<file path="src/hw/rtl/msq_pkg.sv">
package msq_pkg;

   // stream payload widths
   localparam int SAMPLE_W = 16;
   localparam int COORD_W  = 22;
   localparam int FRAC_W   = 12;
   localparam int RSP_W    = 88;

   // configuration register indexes
   localparam int CSR_INDEX_W = 2;
   localparam int CSR_DATA_W  = 16;
   localparam logic [CSR_INDEX_W-1:0] CSR_CONTOUR_LEVEL = 2'd0;
   localparam logic [CSR_INDEX_W-1:0] CSR_GRID_COLUMNS  = 2'd1;
   localparam logic [CSR_INDEX_W-1:0] CSR_GRID_ROWS     = 2'd2;

   // row geometry
   localparam int ROW_W    = 10;
   localparam int ROW_MAX  = 1024;
   localparam int GRID_REG_W = 11;

   // q16 fractions and the shared divider
   localparam int Q16_FRAC = 16;
   localparam int Q16_W    = 17;
   localparam int DIV_W    = 34;
   localparam logic [Q16_W-1:0] ONE_Q16 = 17'h10000;

   typedef struct packed {
      logic             start;
      logic [DIV_W-1:0] numer;
      logic [DIV_W-1:0] denom;
   } div_req_type;

   typedef struct packed {
      logic             done;
      logic [Q16_W-1:0] quotient;
   } div_rsp_type;

endpackage

</file>
<file path="src/hw/rtl/msq_divider.sv">
module msq_divider (
   input  logic                 clock,
   input  logic                 reset,
   input  msq_pkg::div_req_type req,
   output msq_pkg::div_rsp_type rsp
);

   import msq_pkg::*;

   localparam int CNT_W = $clog2(Q16_FRAC);

   typedef enum logic {
      ST_IDLE,
      ST_RUN
   } state_type;

   state_type          state_ff;
   logic [CNT_W-1:0]   count_ff;
   logic [DIV_W-1:0]   rem_ff;
   logic [DIV_W-1:0]   den_ff;
   logic [Q16_W-1:0]   quo_ff;
   logic               done_ff;

   logic [DIV_W:0]     rem_sh;
   logic               fits;

   // one restoring step per cycle
   assign rem_sh = {rem_ff, 1'b0};
   assign fits   = rem_sh >= {1'b0, den_ff};

   always_ff @(posedge clock) begin
      if (reset) begin
         state_ff <= ST_IDLE;
         done_ff  <= 1'b0;
         count_ff <= '0;
      end else begin
         done_ff <= 1'b0;
         unique case (state_ff)
            ST_IDLE: begin
               if (req.start) begin
                  // zero and saturated quotients need no iteration
                  if (req.numer == '0) begin
                     quo_ff  <= '0;
                     done_ff <= 1'b1;
                  end else if (req.numer >= req.denom) begin
                     quo_ff  <= ONE_Q16;
                     done_ff <= 1'b1;
                  end else begin
                     rem_ff   <= req.numer;
                     den_ff   <= req.denom;
                     quo_ff   <= '0;
                     count_ff <= CNT_W'(Q16_FRAC - 1);
                     state_ff <= ST_RUN;
                  end
               end
            end
            ST_RUN: begin
               if (fits) begin
                  rem_ff <= DIV_W'(rem_sh - {1'b0, den_ff});
               end else begin
                  rem_ff <= rem_sh[DIV_W-1:0];
               end
               quo_ff <= {quo_ff[Q16_W-2:0], fits};
               if (count_ff == '0) begin
                  done_ff  <= 1'b1;
                  state_ff <= ST_IDLE;
               end else begin
                  count_ff <= count_ff - 1'b1;
               end
            end
            default: state_ff <= ST_IDLE;
         endcase
      end
   end

   assign rsp.done     = done_ff;
   assign rsp.quotient = quo_ff;

endmodule

</file>
<file path="config.mk">
export PLATFORM = sky130hd
export DESIGN_NAME = msq_divider
export DESIGN_NICKNAME = d
export VERILOG_FILES = /design/src/hw/rtl/msq_pkg.sv /design/src/hw/rtl/msq_divider.sv
export SDC_FILE = /design/constraint.sdc
export NUM_CORES = 1
export LEC_CHECK = 0
export BUFFER_PORTS_ARGS = -buffer_cell sky130_fd_sc_hd__buf_2
export CAP_MARGIN = 20
export CORE_ASPECT_RATIO = 0.75
export CORE_MARGIN = 5
export CORE_UTILIZATION = 23
export DETAILED_ROUTE_END_ITERATION = 8
export GPL_ROUTABILITY_DRIVEN = 0
export PLACE_DENSITY = 0.4
export SLEW_MARGIN = 25
export SYNTH_ARGS = -nofsm -noshare
export SYNTH_HDL_FRONTEND = slang
export SYNTH_SLANG_ARGS = --single-unit
</file>
<file path="constraint.sdc">
create_clock -name clock -period 11.18 [get_ports clock]
set_input_delay 1.118 -clock clock [delete_from_list [all_inputs] [get_ports clock]]
set_output_delay 1.118 -clock clock [all_outputs]
set_load 0.02 [all_outputs]
</file>
* Yosys cells after proc, flatten, opt, wreduce, memory -nomap -nowiden
Cells that the tools add are included.
Cells by class: bitwise logic cells 4, equality and inequality tests 4, reduce and logical (&&, ||, !) cells 6, multiplexer cells 24, add/subtract/negate cells 2, order comparisons 2
Operators with widths (count):
- $mux W34 | 4
- $pmux W34 S2 | 1
- $mux W17 | 3
- $ge A35 B34 Y1 | 1
- $ge A34 B34 Y1 | 1
- $logic_not A34 Y1 | 1
- $pmux W17 S2 | 1
- $sub A34 B34 Y34 | 1
- $mux W4 | 4
- $mux W1 | 8
- $ne A2 B2 Y1 const B | 4
- $pmux W4 S2 | 1
- $reduce_and A4 Y1 | 2
- $reduce_and A5 Y1 | 1
- $logic_not A4 Y1 | 1
- $not A1 Y1 | 4
- $pmux W1 S2 | 2
- $sub A4 B1 Y4 const B | 1
- $reduce_and A2 Y1 | 1
Word-level totals: output and inout port bits 18, bits in registers 91, word-level logic and storage cells 48, input port bits 71

* Logic depth before layout (Yosys ltp)
Gate-level depths: netlist of the first run.
depth after elaboration 5, mapped depth 13, gate-level depth less buffers 10

* Worst setup path before layout of the first run
Ideal clock, no wire load.
path type input to register, from input req[34] (netlist name), to register rem_ff[0] (enable), slack 5.739 ns, arrival time 4.973 ns, library setup time 0.468 ns, data required time 10.712 ns, buffers on the path 0, stages 10, cells stage by stage inv_1 > ha_1 > nand2b_1 > a21o_1 > a21o_1 > a211oi_1 > o21ai_1 > a221oi_1 > a31oi_1 > nor3_1
On the way: longest elaborated chain between the ends 3, elaborated cells between the ends (all ways) 5, classes of those cells 1 x order compare; 2 x eq/ne; 2 x reduce/logical
Ends and longest elaborated chain:
- start, declared | line msq_divider.sv:4 | input msq_pkg::div_req_type req,
- $ge A34 B34 Y1 / $logic_not A34 Y1 (equally long branches) | line msq_divider.sv:45, msq_divider.sv:42
- $ne A2 B2 Y1 (no source line)
- $reduce_and A4 Y1 (no source line) (*)
- end signal, assigned | line msq_divider.sv:49 | rem_ff <= req.numer;
- end signal, assigned | line msq_divider.sv:59 | rem_ff <= DIV_W'(rem_sh - {1'b0, den_ff});
- end signal, assigned | line msq_divider.sv:61 | rem_ff <= rem_sh[DIV_W-1:0];
- end, declared | line msq_divider.sv:19 | logic [DIV_W-1:0] rem_ff;
Every way passes the cells marked *; elsewhere a longest branch is shown, timed or not. A chain may end at the register's enable or synchronous reset.

* Final worst setup path of the first run
from input req[27] (netlist name), to register den_ff[10] (enable)
On the way: longest elaborated chain between the ends 3
Ends and longest elaborated chain:
- $ge A34 B34 Y1 | line msq_divider.sv:45 | end else if (req.numer >= req.denom) begin
- $not A1 Y1 (no source line)
- $reduce_and A5 Y1 (no source line)
- end signal, assigned | line msq_divider.sv:50 | den_ff <= req.denom;
- end, declared | line msq_divider.sv:20 | logic [DIV_W-1:0] den_ff;
Every way passes these cells.

==> results of run 1 <==
-- Yosys cell counts, types with 15 or more instances --
| library cell | n |
|---|---|
| edfxtp_1 | 85 |
| inv_1 | 82 |
| ha_1 | 69 |
| a21oi_1 | 48 |
| nor2_1 | 48 |
| nand2_1 | 36 |
| a21o_1 | 30 |
| nand3_1 | 30 |
| a31oi_1 | 28 |
| o21ai_1 | 27 |
| nand4_1 | 19 |
| and2_1 | 17 |
| clkbuf_1 | 16 |
| o21ai_0 | 16 |
| buf_2 | 15 |
-- layout by cell type, fill, tap and decap left out, types with 7 or more instances in the layout --
cell       netlist  layout
nand4_1         19      19
nor2b_1         11      11
and2_1          17      17
ha_1            69      69
nand2_1         36      36
o21ai_1         27      27
buf_2           15      88
clkbuf_16        0       9
a211oi_1         8       8
inv_1           82      82
a21o_1          30      30
nor2_1          48      47
edfxtp_1        85      85
nand3_1         30      30
and4_1           7       7
xnor2_1         10      10
nor4_1           9       9
a31oi_1         28      28
xor2_1          11      11
o21ai_0         16      16
a21oi_1         48      48
-- cells by family (layout without fill, tap and decap cells) --
family / Yosys count / after routing / share of synthesized area (%)
muxes: 3 / 3 / 0.472
AOI/OAI and AO/OA: 223 / 223 / 22.7
buffers and inverters: 121 / 194 / 7.26
and+or+nand+nor: 205 / 205 / 15.3
adders and majority gates: 70 / 70 / 12.8
DFF: 91 / 91 / 38.8
xor gates and xnor gates: 21 / 21 / 2.67
-- area by class of cell --
cell class | instances | share of cell area, %
tap | 392 | 6.08
inverter | 83 | 3.86
multi-input combinational | 522 | 46.3
clock buffer | 9 | 2.79
sequential | 91 | 33.2
clock inverter | 7 | 0.947
timing repair buffer | 95 | 6.86
-- stage by stage --
stage	instance area, µm²	cells	setup slack (ns)	utilization (%)
after CTS	8030	1198	6.93	27.4
final	8060	1199	6.97	27.5
after detailed placement	7730	1182	6.54	26.4
after floorplan	6890	734	5.74	-
after global routing	8060	1199	6.75	27.5
after global placement	7680	1180	6.24	26.2
-- state kept, by name (all words and copies together), names as in the netlist --
signal / cells
state_ff: 1
rem_ff: 34
count_ff: 4
done_ff: 1
quo_ff: 17
den_ff: 34
-- routing by layer --
| metal | global-route usage [%] | vias to the layer above |
|---|---|---|
| met5 | 0 | - |
| met4 | 2.52 | 0 |
| met3 | 2.33 | 12 |
| met2 | 18.1 | 109 |
| met1 | 19.7 | 2675 |
| li1 | - | 2864 |
-- worst max-delay path, stage by stage --
cell and delay [ns]:
buf_2 0.09, inv_1 0.04, ha_1 0.30, a21o_1 0.19, a21o_1 0.17, a21oi_1 0.16, o21ai_0 0.31, a211oi_1 0.59
a21o_1 0.26, nand3_1 0.26, nor2_4 0.54, buf_16 0.23
-- worst paths after layout --
path / start / to / cells past startpoint
worst min-delay path: count_ff[0]$_SDFFE_PP0P_ / count_ff[0]$_SDFFE_PP0P_ / 2
worst min register to register: count_ff[0]$_SDFFE_PP0P_ / count_ff[0]$_SDFFE_PP0P_ / 2
worst max register to register: rem_ff[13]$_DFFE_PP_ / rem_ff[18]$_DFFE_PP_ / 10
worst max-delay path: req[27] / den_ff[10]$_DFFE_PP_ / 12
-- power groups by stage --
| stage | combinational [W] | clock (W) | sequential [W] |
|---|---|---|---|
| after floorplan | 0.000190 | 0 | 0.000424 |
| after global routing | 0.000314 | 0.000351 | 0.000416 |
| after CTS | 0.000282 | 0.000337 | 0.000414 |
| final | 0.000279 | 0.000322 | 0.000414 |
| after detailed placement | 0.000280 | 0 | 0.000421 |
| after global placement | 0.000279 | 0 | 0.000422 |
==> results.yml, run 1 <==
cts:
  cts_tree: "done"
  ctsResizeCount: 0
  path_clk_slew_ns: 0.07
  clockBufferDepth: 2
  htreeDepth: 3
  cts_root_buf: "clkbuf_16"
  clock_latency_ns: 0.37
  post_cts_buffers: 0
  cts.sinks: 91
  hold_buffers: 0
  cts_buffers: 9
route:
  drtAntennaViolNets: 0
  drt_wl_total_mm: 21.3
  vias: 5660
  first_pass_iters: 5
  wl_met1_mm: 11.5
  drc: 0
  drtIter0Drc: 350
  routed.top_layer: "met4"
  drt-vias-per-instance: 4.72
  wire_per_inst_um: 17.7
  met3_length_um: 838
  route.met2.wl_mm: 8.70
critical_path:
  startpoint_type: "input port"
  worstSetupEndpointType: "flip-flop"
  worst-r2r-setup-slack_ns: 7.84
  worst_ep_required_time_ns: 11.25
  critPathKind: "in -> reg"
  crit_arrival_ns: 4.28
  crit_fanout: 20
grt:
  grt_remaining_overflow: 0
  grtUsageTotal_pct: 12.7
  grt_pass1_wl_mm: 33.7
  grt_pass1_vias: 5637
  antenna_found_initial: 1
  grt_max_degree: 90
floorplan:
  fp.dieArea_um2: 33600
  rows: 54
  dieHeight_um: 160
  die_x_um: 210
  pin_count: 89
  initial_core_util_pct: 23.5
  core_area_um2: 29300
place:
  dpl.hpwl_mm: 16.4
  port_buffers: 88
synth:
  synth_top_cell_by_area: "edfxtp_1"
  ys.flop_type: "edfxtp_1"
  ys_seq_elements: 91
  syn_inst: 734
  ys_warn_count: 0
  synth.cell_area_um2: 6890
  ys_types: 71
  syn_nets: 875
  synth-edff-count: 85
  netlist.area_leader.share_pct: 37.0
  synthArstFlopShare_pct: 0
  seq_area_frac_synth_pct: 38.8
  synth.area.top_cells: "edfxtp_1 37%, ha_1 13%, inv_1 4.5%"
  avgSynthCellArea_um2: 9.39
sta:
  post-route-period-util_pct: 37.7
  period_needed_ns: 4.21
  timing.hold.ws_ns: 0.495
  finClkSkew_ns: 0.0122
  fin_setup_tns_ns: 0
  hold_viol: 0
  fmax_mhz: 237
  drv_slew: 0
  worstMarginPinSlew_ns: 0.921
  relSlewSlack_pct: 38.6
  rsz0062_at_grt: "false"
  setup_viol: 0
pwr:
  p_switching_w: 0.000330
  total_power_w: 0.00102
  p_per_area_nw_per_um2: 126
  internal-power_w: 0.000685
  p_seq_share_pct: 40.7
  combPwrFrac_pct: 27.5
  leakage_nw: 3.43
  ir_drop_v: 0.0000588
  clkPwrFrac_pct: 31.7
  swShare_pct: 32.5
status:
  status: "finished, final reports clean"
final_layout:
  drive_gt1_share_pct: 16.2
  diodes: 0
  nets: 943
  area_delta_synth_final_pct: 17.0
  multi_input_area_um2: 3730
  fillers: 3212
  ff_latch_area_um2: 2670
worst_hold_path:
  worst_hold_path_type: "reg -> reg"
flow_run:
  cap_violations: 0
Power figures use the tool's default switching activity.
==> inputs of run 2 (changes only) <==
--- a/config.mk
+++ b/config.mk
@@ -12,7 +12,7 @@
 export CORE_UTILIZATION = 23
 export DETAILED_ROUTE_END_ITERATION = 8
 export GPL_ROUTABILITY_DRIVEN = 0
-export PLACE_DENSITY = 0.4
+export PLACE_DENSITY = 0.41
 export SLEW_MARGIN = 25
 export SYNTH_ARGS = -nofsm -noshare
 export SYNTH_HDL_FRONTEND = slang
==> constraint.sdc (replaced) <==
create_clock -name clock -period 3.8 [get_ports clock]
set_input_delay 0.38 -clock clock [delete_from_list [all_inputs] [get_ports clock]]
set_output_delay 0.38 -clock clock [all_outputs]
set_load 0.02 [all_outputs]
==> results.yml, run 2 (same netlist as run 1, synthesis figures left out) <==
status:
  status: "finished, final reports clean"
route:
  drtAntennaViolNets: 0
  drtIter0Drc: 335
  wire_per_inst_um: 17.7
  first_pass_iters: 4
  drt_wl_total_mm: 21.4
  vias: 5710
  drc: 0
  drt-vias-per-instance: 4.70
sta:
  fmax_mhz: 288
  finClkSkew_ns: 0.0128
  setup_viol: 0
  relSlewSlack_pct: 31.8
  period_needed_ns: 3.47
  worstMarginPinSlew_ns: 1.02
  post-route-period-util_pct: 91.4
  fin_setup_tns_ns: 0
  rsz0062_at_grt: "false"
  drv_slew: 0
  hold_viol: 0
worst_hold_path:
  worst_hold_path_type: "in -> reg"
grt:
  grt_pass1_wl_mm: 33.7
  grt_remaining_overflow: 0
  grtUsageTotal_pct: 12.7
  antenna_found_initial: 0
  grt_pass1_vias: 5661
  grt_max_degree: 90
final_layout:
  top_regs: "den_ff (34), rem_ff (34), quo_ff (17)"
  final_cell_mix: "88 x buf_2, 85 x edfxtp_1, 82 x inv_1, 69 x ha_1, 48 x a21oi_1"
  final_common_cell: "buf_2"
  drive_gt1_share_pct: 17.6
  diodes: 0
  ff_latch_area_um2: 2670
  area_delta_synth_final_pct: 18.5
  design_area_um2: 8170
  nets: 958
  layout.cells.non_filler: 1214
  fillers: 3190
  multi_input_area_um2: 3740
cts:
  path_clk_slew_ns: 0.07
  hold_buffers: 0
  htreeDepth: 3
  clockBufferDepth: 2
  cts_buffers: 9
  cts_tree: "done"
  cts.sinks: 91
  post_cts_buffers: 0
  ctsResizeCount: 0
  clock_latency_ns: 0.37
  cts_root_buf: "clkbuf_16"
place:
  port_buffers: 88
  placedInstanceArea_um2: 7860
  dpl.hpwl_mm: 16.6
  placedCellCount: 1198
floorplan:
  dieHeight_um: 160
  pin_count: 89
  initial_core_util_pct: 23.5
  core_area_um2: 29300
  die_x_um: 210
  fp.dieArea_um2: 33600
  rows: 54
critical_path:
  max_stage_delay_ns: 0.80
  crit_fanout: 31
  cp_top_family: "simple AND/OR/NAND/NOR gates"
  cp_slowest_cell: "a21oi_4"
  crit_arrival_ns: 3.68
  path_buf_inv: 1
  path_cells: "ha_1 > and3_1 > and3_1 > nand4_1 > nor4_1 > or3_1 > a21oi_4 > buf_4 > nand3_1 > a31oi_1"
  worst_ep_required_time_ns: 4.01
  crit_path_frequent_cell: "and3_1"
  critPathKind: "reg -> reg"
  worstSetupEndpointType: "flip-flop"
  startpoint_type: "flip-flop"
pwr:
  leakage_nw: 3.50
  ir_drop_v: 0.000194
  p_per_area_nw_per_um2: 369
flow_run:
  cap_violations: 0
## run 2: changes by cell type in the layout (fill, tap and decap cells not counted), sizes merged
cell      previous run  this run
clkinvlp             2         0
inv                 85        84
buf                 95       110
clkinv               2         5
## run 2: final timing paths
check	from	endpoint	slack, ns	cells after the start
worst min-delay path	req[5]	den_ff[5]$_DFFE_PP_	0.20	1
worst max-delay path	rem_ff[25]$_DFFE_PP_	rem_ff[10]$_DFFE_PP_	0.33	10
worst min register to register	count_ff[0]$_SDFFE_PP0P_	count_ff[0]$_SDFFE_PP0P_	0.51	2
worst max register to register	rem_ff[25]$_DFFE_PP_	rem_ff[10]$_DFFE_PP_	0.33	10
## run 2: cell type report
| class | instances | share of cell area (%) |
|---|---|---|
| sequential | 91 | 32.7 |
| clock inverter | 7 | 0.950 |
| tap | 392 | 6.01 |
| timing repair buffer | 110 | 7.97 |
| inverter | 83 | 3.81 |
| multi-input combinational | 522 | 45.8 |
| clock buffer | 9 | 2.76 |
## run 2: worst reg2reg max path: cells and delay by family (launching register included)
family	cells	cell delay [ns]
AOI/OAI and AO/OA	2	0.98
adders and majority gates	1	0.42
buffers and inverters	1	0.31
DFF	1	0.39
and+or+nand+nor	6	1.21
## run 2: per-stage QoR
stage,power [W],util (%),worst slack [ns],hold WS (ns)
after floorplan,0.00181,-,0.127,0.466
after global routing,0.00319,27.9,0.129,0.189
after global placement,0.00208,26.7,0.245,0.495
final,0.00301,27.9,0.325,0.201
after CTS,0.00306,27.9,0.330,0.183
after detailed placement,0.00208,26.8,0.355,0.496
## run 2: report_power, final
group	leakage, nW	switching (W)	internal, W	total (W)
combinational	2.50	0.000511	0.000327	0.000838
clock	0.148	0.000443	0.000516	0.000958
sequential	0.844	0.0000321	0.00119	0.00122
## run 2: per-layer routing
metal	GRT usage (%)	up-vias	part of all wire, %
li1	-	2883	-
met1	19.7	2695	54
met2	18.0	117	41
met3	2.90	15	4.7
met4	2.49	0	0.86
met5	0	-	0
==> inputs of run 3 (changes only) <==
--- a/config.mk
+++ b/config.mk
@@ -5,6 +5,7 @@
 export SDC_FILE = /design/constraint.sdc
 export NUM_CORES = 1
 export LEC_CHECK = 0
+export ABC_AREA = 1
 export BUFFER_PORTS_ARGS = -buffer_cell sky130_fd_sc_hd__buf_2
 export CAP_MARGIN = 20
 export CORE_ASPECT_RATIO = 0.75
==> results.yml, run 3 <==
status:
  status: "finished, final reports clean"
cts:
  post_cts_buffers: 0
  ctsResizeCount: 0
  clockBufferDepth: 2
  clock_latency_ns: 0.36
  path_clk_slew_ns: 0.09
  cts_root_buf: "clkbuf_16"
  cts_buffers: 9
  htreeDepth: 3
  cts_tree: "done"
  hold_buffers: 0
  cts.sinks: 91
synth:
  yosysMostFrequentCell: "nand2_1"
  synth_top_cell_by_area: "edfxtp_1"
  synth.cell_area_um2: 7770
  ys_seq_elements: 91
  syn_nets: 1276
  netlist.area_leader.share_pct: 32.9
  ys_warn_count: 0
  avgSynthCellArea_um2: 6.84
  synth.area.top_cells: "edfxtp_1 33%, nand2_1 19%, inv_1 11%"
  seq_area_frac_synth_pct: 34.4
  synth_commonest_cells: "388 x nand2_1, 231 x inv_1, 92 x nor2_1"
  syn_inst: 1135
  ys_types: 35
  synth-edff-count: 85
  synthArstFlopShare_pct: 0
  ys.flop_type: "edfxtp_1"
place:
  dpl.hpwl_mm: 22.0
  placedCellCount: 1660
  port_buffers: 88
critical_path:
  startpoint_type: "flip-flop"
  path_buf_inv: 2
  cp_slowest_cell: "nand2_1"
  crit_path_frequent_cell: "nand2_1"
  max_stage_delay_ns: 0.41
  crit_arrival_ns: 3.10
  cp_top_family: "simple AND/OR/NAND/NOR gates"
  worst_ep_required_time_ns: 3.92
  crit_fanout: 34
  path_cells: "inv_1 > ha_1 > a21oi_1 > nand2_1 > inv_1 > nand2_1 > a21oi_1 > nand2_2 > nand2_4 > nand2_4 > nand2_1 > nand2_1 > nand2_1 > nand2_1"
  critPathKind: "reg -> reg"
  worstSetupEndpointType: "flip-flop"
pwr:
  p_seq_share_pct: 38.7
  combPwrFrac_pct: 31.6
  swShare_pct: 37.1
  clkPwrFrac_pct: 29.8
  p_per_area_nw_per_um2: 350
  leakage_nw: 4.77
  internal-power_w: 0.00199
  p_switching_w: 0.00117
  total_power_w: 0.00316
  ir_drop_v: 0.000295
final_layout:
  drive_gt1_share_pct: 10.7
  top_regs: "den_ff (34), rem_ff (34), quo_ff (17)"
  fillers: 3730
  area_delta_synth_final_pct: 16.4
  final_common_cell: "nand2_1"
  ff_latch_area_um2: 2670
  multi_input_area_um2: 4130
  diodes: 0
  final_cell_mix: "388 x nand2_1, 231 x inv_1, 91 x nor2_1, 88 x buf_2, 87 x nand3_1"
  nets: 1362
  layout.cells.non_filler: 1676
sta:
  period_needed_ns: 2.98
  finClkSkew_ns: 0.0217
  relSlewSlack_pct: 48.8
  hold_viol: 0
  post-route-period-util_pct: 78.5
  setup_viol: 0
  worstMarginPinSlew_ns: 0.766
  timing.hold.ws_ns: 0.210
  drv_slew: 0
  fin_setup_tns_ns: 0
  fmax_mhz: 335
  rsz0062_at_grt: "false"
worst_hold_path:
  worst_hold_path_type: "in -> reg"
route:
  drt-vias-per-instance: 4.29
  drtIter0Drc: 418
  drc: 0
  vias: 7188
  wire_per_inst_um: 16.0
  drtAntennaViolNets: 0
  first_pass_iters: 5
  drt_wl_total_mm: 26.8
floorplan:
  initial_core_util_pct: 23.2
  dieHeight_um: 169
  core_area_um2: 33500
  fp.dieArea_um2: 37600
  die_x_um: 222
  rows: 58
  pin_count: 89
grt:
  grt_pass1_vias: 7055
  grt_max_degree: 57
  grtUsageTotal_pct: 14.0
  grt_pass1_wl_mm: 41.2
  grt_remaining_overflow: 0
  antenna_found_initial: 3
flow_run:
  cap_violations: 0
==> run 3: path summary, 6_finish.rpt <==
kind | start | end | slack, ns | cells past startpoint
max | den_ff[26]$_DFFE_PP_ | rem_ff[32]$_DFFE_PP_ | 0.82 | 14
min | req[21] | den_ff[21]$_DFFE_PP_ | 0.21 | 1
max reg2reg | den_ff[26]$_DFFE_PP_ | rem_ff[32]$_DFFE_PP_ | 0.82 | 14
min reg2reg | count_ff[0]$_SDFFE_PP0P_ | count_ff[0]$_SDFFE_PP0P_ | 0.53 | 3
==> run 3: routing by layer <==
layer / GRT usage [%] / vias to the layer above / share of wire (%)
met5: 0 / - / 0.13
met4: 2.89 / 6 / 1.4
met3: 2.14 / 23 / 3.6
li1: - / 3722 / -
met2: 20.9 / 129 / 40
met1: 21.5 / 3308 / 55
==> run 3: area by class of cell <==
cell class	count	share of cell area (%)
tap	450	6.23
clock inverter	7	0.845
multi-input combinational	791	45.7
timing repair buffer	95	5.45
inverter	233	9.68
clock buffer	9	2.49
sequential	91	29.6
==> run 3: cell families (layout without fill, tap and decap cells) <==
logic type / Yosys count / count (layout) / share of synthesized area (%)
buffers and inverters: 253 / 344 / 12.7
adders and majority gates: 70 / 70 / 11.4
DFF: 91 / 91 / 34.4
xor gates and xnor gates: 18 / 18 / 2.03
AOI/OAI and AO/OA: 75 / 75 / 5.22
and+or+nand+nor: 628 / 628 / 34.3
==> run 3: through the flow <==
| stage | util, % | cell area (µm²) | worst slack (ns) |
|---|---|---|---|
| floorplan | - | 7770 | 0.0203 |
| global placement | 26.1 | 8740 | 0.501 |
| detailed placement | 26.1 | 8740 | 0.483 |
| CTS | 27.0 | 9040 | 0.747 |
| global route | 27.0 | 9040 | 0.586 |
| finish | 27.0 | 9040 | 0.817 |
==> run 3: worst reg2reg max path: cells and delay by family, from the launching register on <==
kind | cells | cell delay, ns
simple gates | 9 | 1.30
compound gates | 2 | 0.54
flops | 1 | 0.38
fa+ha+maj | 1 | 0.33
buf+inv | 2 | 0.20
==> run 3: power groups by stage <==
stage	Sequential [W]	Clock, W	Combinational (W)
finish	0.00122	0.000941	0.000998
global route	0.00123	0.000997	0.00114
CTS	0.00122	0.000960	0.00100
detailed placement	0.00124	0	0.000998
global placement	0.00124	0	0.00100
floorplan	0.00125	0	0.000658
